==> src/rtl/core/heu_pkg.sv <==
package heu_pkg;

  localparam int unsigned HOLD_DEPTH = 5;
  localparam int unsigned OUT_DEPTH  = 6;

  localparam logic [7:0] CHAR_AMP   = 8'h26;
  localparam logic [7:0] CHAR_HASH  = 8'h23;
  localparam logic [7:0] CHAR_SEMI  = 8'h3b;
  localparam logic [7:0] CHAR_ZERO  = 8'h30;
  localparam logic [7:0] CHAR_NINE  = 8'h39;

  // named escapes: lt, gt, quot, amp
  localparam int unsigned NAMED_NUM = 4;

  typedef enum logic [3:0] {
    PH_IDLE    = 4'd0,
    PH_NAMED   = 4'd1,
    PH_NUMERIC = 4'd2
  } heu_phase_e;

  // decisions for one request, from decode to the state and result registers
  typedef struct packed {
    logic [2:0]  out_cnt;
    logic        dec_en;
    logic [7:0]  dec_val;
    logic        wr_en;
    logic [2:0]  wr_idx;
    logic [2:0]  cnt_d;
    heu_phase_e  phase_d;
    logic [9:0]  code_d;
  } heu_dec_t;

  // byte i of named escape k, zero past its end
  function automatic logic [7:0] pat_byte(input logic [1:0] k, input logic [2:0] i);
    logic [7:0] b;
    b = 8'h00;
    unique case (k)
      2'd0: begin
        unique case (i)
          3'd0: b = CHAR_AMP;
          3'd1: b = 8'h6c;
          3'd2: b = 8'h74;
          3'd3: b = CHAR_SEMI;
          default: b = 8'h00;
        endcase
      end
      2'd1: begin
        unique case (i)
          3'd0: b = CHAR_AMP;
          3'd1: b = 8'h67;
          3'd2: b = 8'h74;
          3'd3: b = CHAR_SEMI;
          default: b = 8'h00;
        endcase
      end
      2'd2: begin
        unique case (i)
          3'd0: b = CHAR_AMP;
          3'd1: b = 8'h71;
          3'd2: b = 8'h75;
          3'd3: b = 8'h6f;
          3'd4: b = 8'h74;
          3'd5: b = CHAR_SEMI;
          default: b = 8'h00;
        endcase
      end
      default: begin
        unique case (i)
          3'd0: b = CHAR_AMP;
          3'd1: b = 8'h61;
          3'd2: b = 8'h6d;
          3'd3: b = 8'h70;
          3'd4: b = CHAR_SEMI;
          default: b = 8'h00;
        endcase
      end
    endcase
    return b;
  endfunction

  function automatic logic [2:0] pat_len(input logic [1:0] k);
    logic [2:0] l;
    unique case (k)
      2'd0:    l = 3'd4;
      2'd1:    l = 3'd4;
      2'd2:    l = 3'd6;
      default: l = 3'd5;
    endcase
    return l;
  endfunction

  function automatic logic [7:0] pat_val(input logic [1:0] k);
    logic [7:0] v;
    unique case (k)
      2'd0:    v = 8'h3c;
      2'd1:    v = 8'h3e;
      2'd2:    v = 8'h22;
      default: v = 8'h26;
    endcase
    return v;
  endfunction

endpackage

==> src/rtl/core/heu_decode.sv <==
module heu_decode (
  input  logic [7:0]          byte_i,
  input  logic                last_i,
  input  heu_pkg::heu_phase_e phase_i,
  input  logic [2:0]          cnt_i,
  input  logic [9:0]          code_i,
  input  logic [4:0][7:0]     held_i,
  output heu_pkg::heu_dec_t   dec_o
);

  logic       is_amp;
  logic       is_digit;
  logic       partial;
  logic       complete;
  logic       to_numeric;
  logic [7:0] val;
  logic [3:0] digit;
  logic       pm;

  assign is_amp   = (byte_i == heu_pkg::CHAR_AMP);
  assign is_digit = (byte_i >= heu_pkg::CHAR_ZERO) && (byte_i <= heu_pkg::CHAR_NINE);
  assign digit    = byte_i[3:0];

  // classify held bytes plus the new byte
  always_comb begin
    partial    = 1'b0;
    complete   = 1'b0;
    to_numeric = 1'b0;
    val        = 8'h00;
    pm         = 1'b0;
    if (phase_i == heu_pkg::PH_NAMED) begin
      for (int k = 0; k < heu_pkg::NAMED_NUM; k++) begin
        pm = (cnt_i < heu_pkg::pat_len(2'(k))) &&
             (byte_i == heu_pkg::pat_byte(2'(k), cnt_i));
        for (int i = 1; i < heu_pkg::HOLD_DEPTH; i++) begin
          if (3'(i) < cnt_i && held_i[i] != heu_pkg::pat_byte(2'(k), 3'(i))) begin
            pm = 1'b0;
          end
        end
        if (pm) begin
          if (cnt_i + 3'd1 == heu_pkg::pat_len(2'(k))) begin
            complete = 1'b1;
            val      = heu_pkg::pat_val(2'(k));
          end else begin
            partial = 1'b1;
          end
        end
      end
      if (cnt_i == 3'd1 && byte_i == heu_pkg::CHAR_HASH) begin
        partial    = 1'b1;
        to_numeric = 1'b1;
      end
    end else if (phase_i == heu_pkg::PH_NUMERIC) begin
      if (is_digit && cnt_i < 3'(heu_pkg::HOLD_DEPTH)) begin
        partial = 1'b1;
      end else if (byte_i == heu_pkg::CHAR_SEMI && cnt_i >= 3'd3) begin
        complete = 1'b1;
        val      = code_i[7:0];
      end
    end
  end

  always_comb begin
    dec_o         = '0;
    dec_o.dec_val = val;
    dec_o.wr_idx  = cnt_i;
    dec_o.cnt_d   = cnt_i;
    dec_o.phase_d = phase_i;
    dec_o.code_d  = code_i;
    if (cnt_i == 3'd0) begin
      if (last_i || !is_amp) begin
        dec_o.out_cnt = 3'd1;
      end else begin
        dec_o.wr_en   = 1'b1;
        dec_o.wr_idx  = 3'd0;
        dec_o.cnt_d   = 3'd1;
        dec_o.phase_d = heu_pkg::PH_NAMED;
        dec_o.code_d  = 10'd0;
      end
    end else if (complete) begin
      dec_o.dec_en  = 1'b1;
      dec_o.out_cnt = 3'd1;
      dec_o.cnt_d   = 3'd0;
      dec_o.phase_d = heu_pkg::PH_IDLE;
      dec_o.code_d  = 10'd0;
    end else if (partial && !last_i) begin
      dec_o.wr_en = 1'b1;
      dec_o.cnt_d = cnt_i + 3'd1;
      if (to_numeric) begin
        dec_o.phase_d = heu_pkg::PH_NUMERIC;
        dec_o.code_d  = 10'd0;
      end else if (phase_i == heu_pkg::PH_NUMERIC) begin
        // code is at most 99 here, times ten plus a digit fits
        dec_o.code_d = {code_i[6:0], 3'b000} + {code_i[8:0], 1'b0} + {6'd0, digit};
      end
    end else if (!partial && is_amp && !last_i) begin
      // flush held bytes, new escape starts
      dec_o.out_cnt = cnt_i;
      dec_o.wr_en   = 1'b1;
      dec_o.wr_idx  = 3'd0;
      dec_o.cnt_d   = 3'd1;
      dec_o.phase_d = heu_pkg::PH_NAMED;
      dec_o.code_d  = 10'd0;
    end else begin
      // held bytes then the new byte, literally
      dec_o.out_cnt = cnt_i + 3'd1;
      dec_o.cnt_d   = 3'd0;
      dec_o.phase_d = heu_pkg::PH_IDLE;
      dec_o.code_d  = 10'd0;
    end
  end

endmodule

==> src/rtl/core/heu_outbuf.sv <==
module heu_outbuf (
  input  logic            clk_i,
  input  logic            rst_ni,
  input  logic            load_i,
  input  logic [5:0][7:0] load_bytes_i,
  input  logic [2:0]      load_cnt_i,
  input  logic            load_last_i,
  output logic            free_o,
  output logic            valid_o,
  input  logic            stall_i,
  output logic [7:0]      byte_o,
  output logic            run_end_o,
  output logic            stream_end_o
);

  logic [5:0][7:0] buf_q, buf_d;
  logic [2:0]      rem_q, rem_d;
  logic            last_q, last_d;
  logic            pop;

  assign valid_o      = (rem_q != 3'd0);
  assign pop          = valid_o && !stall_i;
  assign free_o       = (rem_q == 3'd0) || (rem_q == 3'd1 && !stall_i);
  assign byte_o       = buf_q[0];
  assign run_end_o    = (rem_q == 3'd1);
  assign stream_end_o = (rem_q == 3'd1) && last_q;

  always_comb begin
    buf_d  = buf_q;
    rem_d  = rem_q;
    last_d = last_q;
    if (load_i) begin
      buf_d  = load_bytes_i;
      rem_d  = load_cnt_i;
      last_d = load_last_i;
    end else if (pop) begin
      for (int k = 0; k < heu_pkg::OUT_DEPTH - 1; k++) begin
        buf_d[k] = buf_q[k+1];
      end
      rem_d = rem_q - 3'd1;
    end
  end

  always_ff @(posedge clk_i or negedge rst_ni) begin
    if (!rst_ni) begin
      rem_q  <= 3'd0;
      last_q <= 1'b0;
    end else begin
      rem_q  <= rem_d;
      last_q <= last_d;
    end
  end

  always_ff @(posedge clk_i) begin
    buf_q <= buf_d;
  end

endmodule

==> src/rtl/core/html_entity_unescape_core.sv <==
// latency: first result of a request is valid the cycle after the request is taken
// throughput: one request per cycle while each gives at most one result and
// out_stall_i is low; a request with more results holds the input while they drain
// reset: asynchronous active low, returns to idle with nothing held and no result
// pending; held byte storage is not cleared
module html_entity_unescape_core (
  input  logic       clk_i,
  input  logic       rst_ni,
  input  logic       in_valid_i,
  output logic       in_stall_o,
  input  logic [7:0] in_byte_i,
  input  logic       stream_last_i,
  output logic       out_valid_o,
  input  logic       out_stall_i,
  output logic [7:0] out_byte_o,
  output logic       run_end_o,
  output logic       stream_end_o
);

  // match state: phase, number of held bytes, value of pending digits
  heu_pkg::heu_phase_e phase_q;
  logic [2:0]          cnt_q;
  logic [9:0]          code_q;
  // bytes held back while an escape may still complete, oldest first
  logic [4:0][7:0]     held_q;

  heu_pkg::heu_dec_t   dec;
  logic                accept;
  logic                ob_free;
  logic [5:0][7:0]     load_bytes;

  // a request is taken whenever the result shifter can take its results
  assign in_stall_o = !ob_free;
  assign accept     = in_valid_i && !in_stall_o;

  heu_decode u_decode (
    .byte_i  (in_byte_i),
    .last_i  (stream_last_i),
    .phase_i (phase_q),
    .cnt_i   (cnt_q),
    .code_i  (code_q),
    .held_i  (held_q),
    .dec_o   (dec)
  );

  // result list is the held bytes followed by the new byte, or just the
  // decoded character when an escape completes
  always_comb begin
    for (int k = 0; k < heu_pkg::HOLD_DEPTH; k++) begin
      load_bytes[k] = (3'(k) < cnt_q) ? held_q[k] : in_byte_i;
    end
    load_bytes[heu_pkg::OUT_DEPTH-1] = in_byte_i;
    if (dec.dec_en) begin
      load_bytes[0] = dec.dec_val;
    end
  end

  heu_outbuf u_outbuf (
    .clk_i        (clk_i),
    .rst_ni       (rst_ni),
    .load_i       (accept && dec.out_cnt != 3'd0),
    .load_bytes_i (load_bytes),
    .load_cnt_i   (dec.out_cnt),
    .load_last_i  (stream_last_i),
    .free_o       (ob_free),
    .valid_o      (out_valid_o),
    .stall_i      (out_stall_i),
    .byte_o       (out_byte_o),
    .run_end_o    (run_end_o),
    .stream_end_o (stream_end_o)
  );

  // match state advances once per taken request
  always_ff @(posedge clk_i or negedge rst_ni) begin
    if (!rst_ni) begin
      phase_q <= heu_pkg::PH_IDLE;
      cnt_q   <= 3'd0;
      code_q  <= 10'd0;
    end else if (accept) begin
      phase_q <= dec.phase_d;
      cnt_q   <= dec.cnt_d;
      code_q  <= dec.code_d;
    end
  end

  // hold storage, only entries below the held count are ever read
  always_ff @(posedge clk_i) begin
    if (accept && dec.wr_en) begin
      held_q[dec.wr_idx] <= in_byte_i;
    end
  end

endmodule
==> config.mk <==
export PLATFORM = sky130hd
export DESIGN_NAME = html_entity_unescape_core
export DESIGN_NICKNAME = d
export VERILOG_FILES = /design/src/rtl/core/heu_pkg.sv /design/src/rtl/core/heu_decode.sv /design/src/rtl/core/heu_outbuf.sv /design/src/rtl/core/html_entity_unescape_core.sv
export SDC_FILE = /design/constraint.sdc
export NUM_CORES = 1
export LEC_CHECK = 0
export BUFFER_PORTS_ARGS = -buffer_cell sky130_fd_sc_hd__buf_4
export CORE_AREA = 2 2 175 91
export CTS_BUF_LIST = sky130_fd_sc_hd__clkbuf_2 sky130_fd_sc_hd__clkbuf_4 sky130_fd_sc_hd__clkbuf_8
export DETAILED_ROUTE_END_ITERATION = 10
export DIE_AREA = 0 0 177 93
export HOLD_SLACK_MARGIN = 0.03
export PLACE_DENSITY = 0.75
export RECOVER_POWER = 25
export SYNTH_ARGS = -nofsm -noshare
export SYNTH_HDL_FRONTEND = slang
export SYNTH_HIERARCHICAL = 1
export SYNTH_SLANG_ARGS = --single-unit
export TNS_END_PERCENT = 30
==> constraint.sdc <==
create_clock -name clk_i -period 7.5 [get_ports clk_i]
set_input_delay 0.75 -clock clk_i [delete_from_list [all_inputs] [get_ports clk_i]]
set_output_delay 0.75 -clock clk_i [all_outputs]
set_load 0.03 [all_outputs]
# After elaboration in Yosys (flattened, before gate mapping)
# Cells that the tools add are included.
op_classes:
  reduce_logical: 46
  mux: 120
  n_addsub: 4
  eq_ne: 35
  magnitude_cmp: 14
op_table:
  columns: ["operator", "count"]
  rows:
  - ["$mux 8", 33]
  - ["$ne 8x8->1", 13]
  - ["$mux 40", 2]
  - ["$pmux 7 s4", 2]
  - ["$mux 3", 18]
  - ["$mux 1", 50]
  - ["$mux 21", 2]
  - ["$pmux 7 s6", 1]
  - ["$bwmux 40", 1]
  - ["$pmux 7 s5", 1]
  - ["$mux 17", 2]
  - ["$eq 8x8->1", 4]
  - ["$logic_and 1x1->1", 31]
  - ["$demux 8 s3", 1]
  - ["$eq 8x6->1 const B", 3]
  - ["$mux 10", 2]
  - ["$mux 15", 1]
  - ["$eq 3x3->1", 4]
  - ["$mux 4", 3]
  - ["$add 10x10->10", 1]
  - ["$add 10x4->10", 1]
  - ["$lt 3x3->1", 3]
  - ["$ge 8x6->1 const B", 1]
  - ["$le 8x6->1 const B", 1]
  - ["25 further kinds", 38]
word_totals:
  wordCells: 235
  regBits: 108

# Logic depth before layout (Yosys ltp)
# Gate-level depths: netlist of run 1.
logic_depth:
  depth_word: 35
  depth_mapped: 22
  mapped_depth_nobuf: 18

# Hierarchy
# The synthesis of run 1 kept the hierarchy.
modules_own_cells:
  columns: ["module", "cells_per_inst", "area_per_inst_um2", "seq_area_each_um2", "instances"]
  rows:
  - ["html_entity_unescape_core", 163, 2616.3, 1626.6, 1]
  - ["heu_decode", 321, 2298.5, 0.0, 1]
  - ["heu_outbuf", 133, 2272.2, 1541.5, 1]

# Worst setup path after synthesis of run 1
# OpenSTA, ideal clock, no wires.
synth_timing:
  path_type: "reg2reg"
  from: "reg cnt_q[2]"
  to: "reg u_outbuf/buf_q[10] (netlist name) (enable)"
  arrival_ns: 5.084
  n_path_buf: 6
  t_required_ns: 7.054
  path_slack_ns: 1.970
  stages_incl_launch_ff: 22
  path_cell_list: "dfrtp_1 > buf_4 > inv_2 > buf_6 > ha_1 > buf_2 > buf_2 > nor4_1 > a22oi_1 > o2111ai_2 > nor4_1 > or4_4 > o21bai_1 > nand2_1 > ha_1 > a21oi_1 > a21oi_1 > nor3_1 > nor2_1 > buf_6 > buf_6 > o21bai_1"
synth_rtl:
  columns: ["item", "line_no", "source"]
  rows:
  - ["start, declared", "html_entity_unescape_core.sv:22", "logic [2:0] cnt_q;"]
  - ["start signal, assigned", "html_entity_unescape_core.sv:81", "cnt_q <= dec.cnt_d;"]
  - ["end signal, assigned", "heu_outbuf.sv:55", "buf_q <= buf_d;"]
  - ["end, declared", "heu_outbuf.sv:16", "logic [5:0][7:0] buf_q, buf_d;"]

==> flow_summary.yaml, run 1 <==
worst_setup_path:
  cpMaxStageDelayCell: "nor4_1"
  cp_max_fo: 37
  r2r_cells: 14
  startpoint_type: "flop"
  reg2reg_to: "u_outbuf/buf_q[15]$_DFFE_PP_"
  r2r-start: "cnt_q[0]$_DFFE_PN0P_"
  path_class: "reg2reg"
  crit_end: "u_outbuf/buf_q[15]$_DFFE_PP_"
  worstPathRequired_ns: 7.64
  setup.worst_path.start: "cnt_q[0]$_DFFE_PN0P_"
  worst_path_largest_cell_delay_ns: 1.06
  worstPathArrival_ns: 6.51
  cp_cell_sequence: "ha_1, ha_1, a31oi_1, o31ai_1, o21ai_1, nor4_1, o31a_4, or3_4, a21oi_1, a21oi_1, nor3_1, nor2_4, buf_4, mux2_2"
  crit_path_end_kind: "flop"
  r2r_setup_slack_ns: 1.13
grt:
  grtUsageTotal_pct: 22.6
  grt.overflow.total: 0
  grt_pass1_vias: 4685
  grt_first_pass_wirelength_um: 28000
  grt_max_degree: 52
  grt_antenna_before_repair: 0
sta:
  slew_viol_final: 0
  hold_slack_ns: 0.526
  finalSetupViolCount: 0
  period_share_pct: 85.0
  fmax_mhz: 157
  tightestPinTransition_ns: 1.36
  worst_slack_ns: 1.13
  finalHoldViolCount: 0
  rsz0062_at_grt: "no"
  min_period_ns: 6.37
  finalSetupTns_ns: 0
  relSlewSlack_pct: 9.16
  worst_clock_skew_ns: 0.0130
power:
  vdd_ir_drop_max_uv: 155
  pwr_density_cell_nw_per_um2: 268
  p_leak_nw: 2.66
detailed_routing:
  num_vias: 5051
  drt_wl_total_um: 17900
  vias_per_cell: 6.23
  wire_per_inst_um: 22.1
  drtIter0Drc: 583
  postRouteAntennaNets: 0
  firstDrtPassIters: 5
  drc_errors: 0
run_status:
  outcome: "finished, final reports clean"
cells_and_area:
  layout.nets: 641
  area_growth_pct: 5.52
  diodes: 0
  fillers: 1340
  layoutNonFillerInstCount: 811
  drive_gt1_share_pct: 26.9
min_path:
  hold_class: "reg2reg"
clock_tree:
  cts_root_buffer: "clkbuf_8"
  cts_sinks: 107
  cts_tree: "yes"
  hold_buffers: 0
  numCtsBuffers: 9
  post_cts_buffers: 0
  clk_pin_slew_ns: 0.11
  clk_latency_ns: 0.39
  h-tree-depth: 3
  cts_resized: 0
  clockBufferDepth: 2
floorplanning:
  die_area_um2: 16500
  rows: 32
  dieWidth_um: 177
  initial_core_util_pct: 46.7
  chipHeight_um: 93
  core_um2: 15000
  pin_count: 25
placement:
  dp_cells: 795
  io_buffers: 24
  place.gp.congestion: 0.981
  pre_cts_ws_ns: 1.58
  dp_hpwl_um: 12700
job:
  maxCapViolations: 0
synth:
  synthCells: 600
  syn-num-nets: 639
  avgSynthCellArea_um2: 11.7
  synth_area_um2: 7010
  yosysWarnings: 6
[worst max-delay path, delay by kind of cell (launching register included)]
family                   cells  cell delay [ns]
buffers and inverters        1             0.52
flip-flops                   1             0.74
AND/OR/NAND/NOR              4             1.76
AO/OA/AOI/OAI                6             1.52
multiplexers                 1             0.40
adder cells (fa/ha/maj)      2             1.13
[layout by cell type (no fill, tap or decap), drive strengths merged, types with 3 or more instances in the layout]
master / instances
a211o: 3
a211oi: 4
a21boi: 3
a21o: 5
a21oi: 25
a22o: 6
a32o: 4
and2: 5
and3: 3
buf: 26
clkbuf: 18
clkinv: 3
dfrtp: 19
edfxtp: 88
ha: 24
inv: 21
mux2: 90
mux2i: 3
nand2: 24
nand2b: 18
nand3: 10
nand4: 4
nor2: 33
nor2b: 10
nor3: 14
nor3b: 3
nor4: 9
nor4b: 11
nor4bb: 3
o2111ai: 3
o211ai: 3
o21ai: 25
o21bai: 5
o31a: 18
o31ai: 5
or3: 5
or4: 5
xnor2: 6
xor2: 5
[registers in the layout (all words and copies together) (netlist names)]
signal / cells
u_outbuf/last_q: 1
code_q: 8
cnt_q: 3
u_outbuf/byte_o: 8
u_outbuf/rem_q: 3
u_outbuf/buf_q: 40
held_q: 40
phase_q: 4
[worst min-delay path by stage]
stage / startpoint / end / slack, ns / depth (start not counted)
floorplan: rst_ni / cnt_q[0]$_DFFE_PN0P_ / 0.45 / 0
global route: u_outbuf/last_q$_DFFE_PN0P_ / u_outbuf/last_q$_DFFE_PN0P_ / 0.56 / 1
detailed placement: u_outbuf/last_q$_DFFE_PN0P_ / u_outbuf/last_q$_DFFE_PN0P_ / 0.50 / 1
CTS: rst_ni / u_outbuf/rem_q[2]$_DFFE_PN0P_ / 0.22 / 1
finish: u_outbuf/last_q$_DFFE_PN0P_ / u_outbuf/last_q$_DFFE_PN0P_ / 0.53 / 1
global placement: u_outbuf/last_q$_DFFE_PN0P_ / u_outbuf/last_q$_DFFE_PN0P_ / 0.51 / 1
[final cells by class]
cell class / count / area (µm²) / area share, %
Multi-Input combinational cell: 430 / 3540 / 47.9
Sequential cell: 107 / 3120 / 42.2
Tap cell: 204 / 255 / 3.45
Timing Repair Buffer: 34 / 225 / 3.05
Clock buffer: 10 / 131 / 1.78
Inverter: 20 / 75.1 / 1.02
Clock inverter: 6 / 50.0 / 0.677
[power breakdown]
| part | switching (mW) | internal, mW | leakage [nW] |
|---|---|---|---|
| registers | 0.0645 | 0.841 | 1.08 |
| logic | 0.435 | 0.300 | 1.50 |
| clock network | 0.214 | 0.128 | 0.0865 |
[routing by layer]
layer | global-route usage (%) | routed length, µm | vias up
met2 | 28.1 | 6740 | 222
met5 | 0 | 0 | -
met3 | 8.25 | 1910 | 14
li1 | - | - | 2287
met4 | 3.17 | 118 | 0
met1 | 36.5 | 9150 | 2528
[per-stage QoR]
step,util (%),power [mW],instance area [µm²]
after floorplan,-,1.46,7010
after global placement,48.2,1.61,7240
after detailed placement,48.2,1.63,7240
after CTS,49.5,1.98,7420
after global routing,49.3,2.08,7390
final,49.3,1.98,7390
No activity file was read; power rests on OpenSTA's default activity.
==> inputs of run 2 (changes only) <==
--- a/config.mk
+++ b/config.mk
@@ -5,13 +5,14 @@
 export SDC_FILE = /design/constraint.sdc
 export NUM_CORES = 1
 export LEC_CHECK = 0
+export ABC_AREA = 1
 export BUFFER_PORTS_ARGS = -buffer_cell sky130_fd_sc_hd__buf_4
-export CORE_AREA = 2 2 175 91
+export CORE_AREA = 2 2 177 92
 export CTS_BUF_LIST = sky130_fd_sc_hd__clkbuf_2 sky130_fd_sc_hd__clkbuf_4 sky130_fd_sc_hd__clkbuf_8
 export DETAILED_ROUTE_END_ITERATION = 10
-export DIE_AREA = 0 0 177 93
+export DIE_AREA = 0 0 179 94
 export HOLD_SLACK_MARGIN = 0.03
-export PLACE_DENSITY = 0.75
+export PLACE_DENSITY = 0.78
 export RECOVER_POWER = 25
 export SYNTH_ARGS = -nofsm -noshare
 export SYNTH_HDL_FRONTEND = slang
==> constraint.sdc (replaced) <==
create_clock -name clk_i -period 5.2 [get_ports clk_i]
set_input_delay 0.52 -clock clk_i [delete_from_list [all_inputs] [get_ports clk_i]]
set_output_delay 0.52 -clock clk_i [all_outputs]
set_load 0.03 [all_outputs]
==> run 2 against run 1 <==
  * Fmax up 41%
  * First-iteration DRC count grew 25%
  * Power increased by 85%
  * Largest cell class unchanged
  * Flip-flop and latch count is the same
==> flow_summary.yaml, run 2 <==
run_status:
  outcome: "finished, final reports clean"
cells_and_area:
  layoutNonFillerInstCount: 1171
  fillers: 1397
  area_growth_pct: 6.19
  layout.nets: 1001
  reg.largest.list: "held_q x40, u_outbuf/buf_q x40"
  drive_gt1_share_pct: 9.31
  most-common-layout-cells: "376 x nand2_1, 99 x inv_1, 88 x edfxtp_1"
  diodes: 0
  final_common_cell: "nand2_1"
detailed_routing:
  wire_per_inst_um: 15.7
  drt_wl_total_um: 18400
  vias_per_cell: 5.38
  drtIter0Drc: 731
  firstDrtPassIters: 5
  drc_errors: 0
  num_vias: 6296
  postRouteAntennaNets: 0
min_path:
  hold_class: "in2reg"
  hold_path_depth: 3
worst_setup_path:
  critPathTopFamily: "simple AND/OR/NAND/NOR gates"
  path_class: "reg2reg"
  r2r_setup_slack_ns: 0.67
  cp_max_fo: 41
  worst_path_largest_cell_delay_ns: 0.70
  path_common_cell: "nand2_1"
  crit_end: "u_outbuf/rem_q[2]$_DFFE_PN0P_"
  startpoint_type: "flop"
  cp.buffers_inverters: 5
  crit_path_end_kind: "flop"
  worstPathArrival_ns: 4.86
  r2r_cells: 26
  setup.worst_path.start: "cnt_q[0]$_DFFE_PN0P_"
  cp.depth: 26
  reg2reg_to: "u_outbuf/rem_q[2]$_DFFE_PN0P_"
  cpMaxStageDelayCell: "dfrtp_1"
  r2r-start: "cnt_q[0]$_DFFE_PN0P_"
  worstPathRequired_ns: 5.53
floorplanning:
  pin_count: 25
  chipHeight_um: 94
  core_um2: 15200
  dieWidth_um: 179
  rows: 32
  die_area_um2: 16800
  initial_core_util_pct: 47.4
sta:
  slew_viol_final: 0
  tightestPinTransition_ns: 1.20
  fmax_mhz: 221
  finalSetupTns_ns: 0
  relSlewSlack_pct: 20.0
  min_period_ns: 4.53
  period_share_pct: 87.1
  rsz0062_at_grt: "no"
  finalHoldViolCount: 0
  worst_clock_skew_ns: 0.0172
  finalSetupViolCount: 0
job:
  maxCapViolations: 0
clock_tree:
  h-tree-depth: 3
  cts_root_buffer: "clkbuf_8"
  cts_sinks: 107
  clk_latency_ns: 0.40
  clk_pin_slew_ns: 0.11
  numCtsBuffers: 9
  cts_tree: "yes"
  clockBufferDepth: 2
placement:
  io_buffers: 24
  dp_hpwl_um: 12800
  place.gp.congestion: 0.932
  dp_cells: 1154
grt:
  grt_antenna_before_repair: 0
  grt_pass1_vias: 5738
  grt_first_pass_wirelength_um: 29500
  grt.overflow.total: 0
  grtUsageTotal_pct: 22.8
  grt_max_degree: 57
power:
  pwr_density_cell_nw_per_um2: 479
  vdd_ir_drop_max_uv: 171
  p_leak_nw: 3.65
synth:
  synthCells: 957
  synth_area_um2: 7200
  yosysWarnings: 6
  avgSynthCellArea_um2: 7.52
  syn-num-nets: 996
-- run 2: area by class of cell --
cell class                      count  area [µm²]  share of cell area (%)
Clock inverter                      6         108                    1.41
Sequential cell                   107        3120                    40.8
Multi-Input combinational cell    699        3380                    44.3
Tap cell                          204         255                    3.34
Inverter                          111         422                    5.52
Timing Repair Buffer               34         224                    2.93
Clock buffer                       10         131                    1.72
-- run 2: worst min-delay path by stage --
stage / startpoint / to / slack [ns]
floorplan: rst_ni / cnt_q[0]$_DFFE_PN0P_ / 0.22
global placement: rst_ni / u_outbuf/rem_q[2]$_DFFE_PN0P_ / 0.42
detailed placement: rst_ni / u_outbuf/rem_q[0]$_DFFE_PN0P_ / 0.42
CTS: stream_last_i / u_outbuf/last_q$_DFFE_PN0P_ / 0.39
global route: stream_last_i / u_outbuf/last_q$_DFFE_PN0P_ / 0.39
finish: stream_last_i / u_outbuf/last_q$_DFFE_PN0P_ / 0.39
-- run 2: per-stage QoR --
stage                     worst slack, ns  cell area (µm²)  total power, mW  util, %  hold WS (ns)
after floorplan                      1.01             7200             2.72        -         0.224
after detailed placement            0.514             7420             3.04     48.9         0.418
after CTS                           0.521             7670             3.65     50.6         0.386
after global routing                0.147             7640             3.91     50.4         0.392
after global placement              0.743             7420             3.01     48.9         0.417
final                               0.673             7640             3.66     50.4         0.389
-- run 2: where the power goes --
group	total, mW	switching, mW	internal, mW
clock network	0.612	0.323	0.290
registers	1.32	0.0983	1.22
logic	1.73	1.23	0.506
total	3.66	1.65	2.01
-- run 2: what timing repair did --
item,CTS,global route
setup buffers,0,0
hold buffers,1,0
endpoints found under the setup margin,0,43
resized for setup,0,1
endpoints found under the hold margin,19,0
-- run 2: worst register-to-register path: stages (launching register included) --
cell and delay, ns:
dfrtp_1 0.70, inv_2 0.15, ha_1 0.32, nand2_2 0.35, nand2_1 0.16, o21ai_1 0.16
nand2_1 0.07, nor2_2 0.16, nand3_1 0.10, nand2_1 0.14, nand2_1 0.08, nand3_2 0.13
nand2_1 0.09, nand2_1 0.16, ha_1 0.25, nand3_1 0.09, nand3_1 0.10, nor3_1 0.32
nor2_4 0.05, inv_2 0.10, buf_4 0.37, nand2_1 0.11, nand2_1 0.07, inv_1 0.06
nand2_1 0.07, nand2_1 0.07, inv_1 0.05
-- run 2: routing by layer --
metal	routed length (µm)	track usage, %	vias to the layer above
li1	-	-	3062
met1	8180	31.8	2904
met2	8260	35.9	296
met3	1520	3.88	34
met4	420	7.93	0
met5	0	0	-
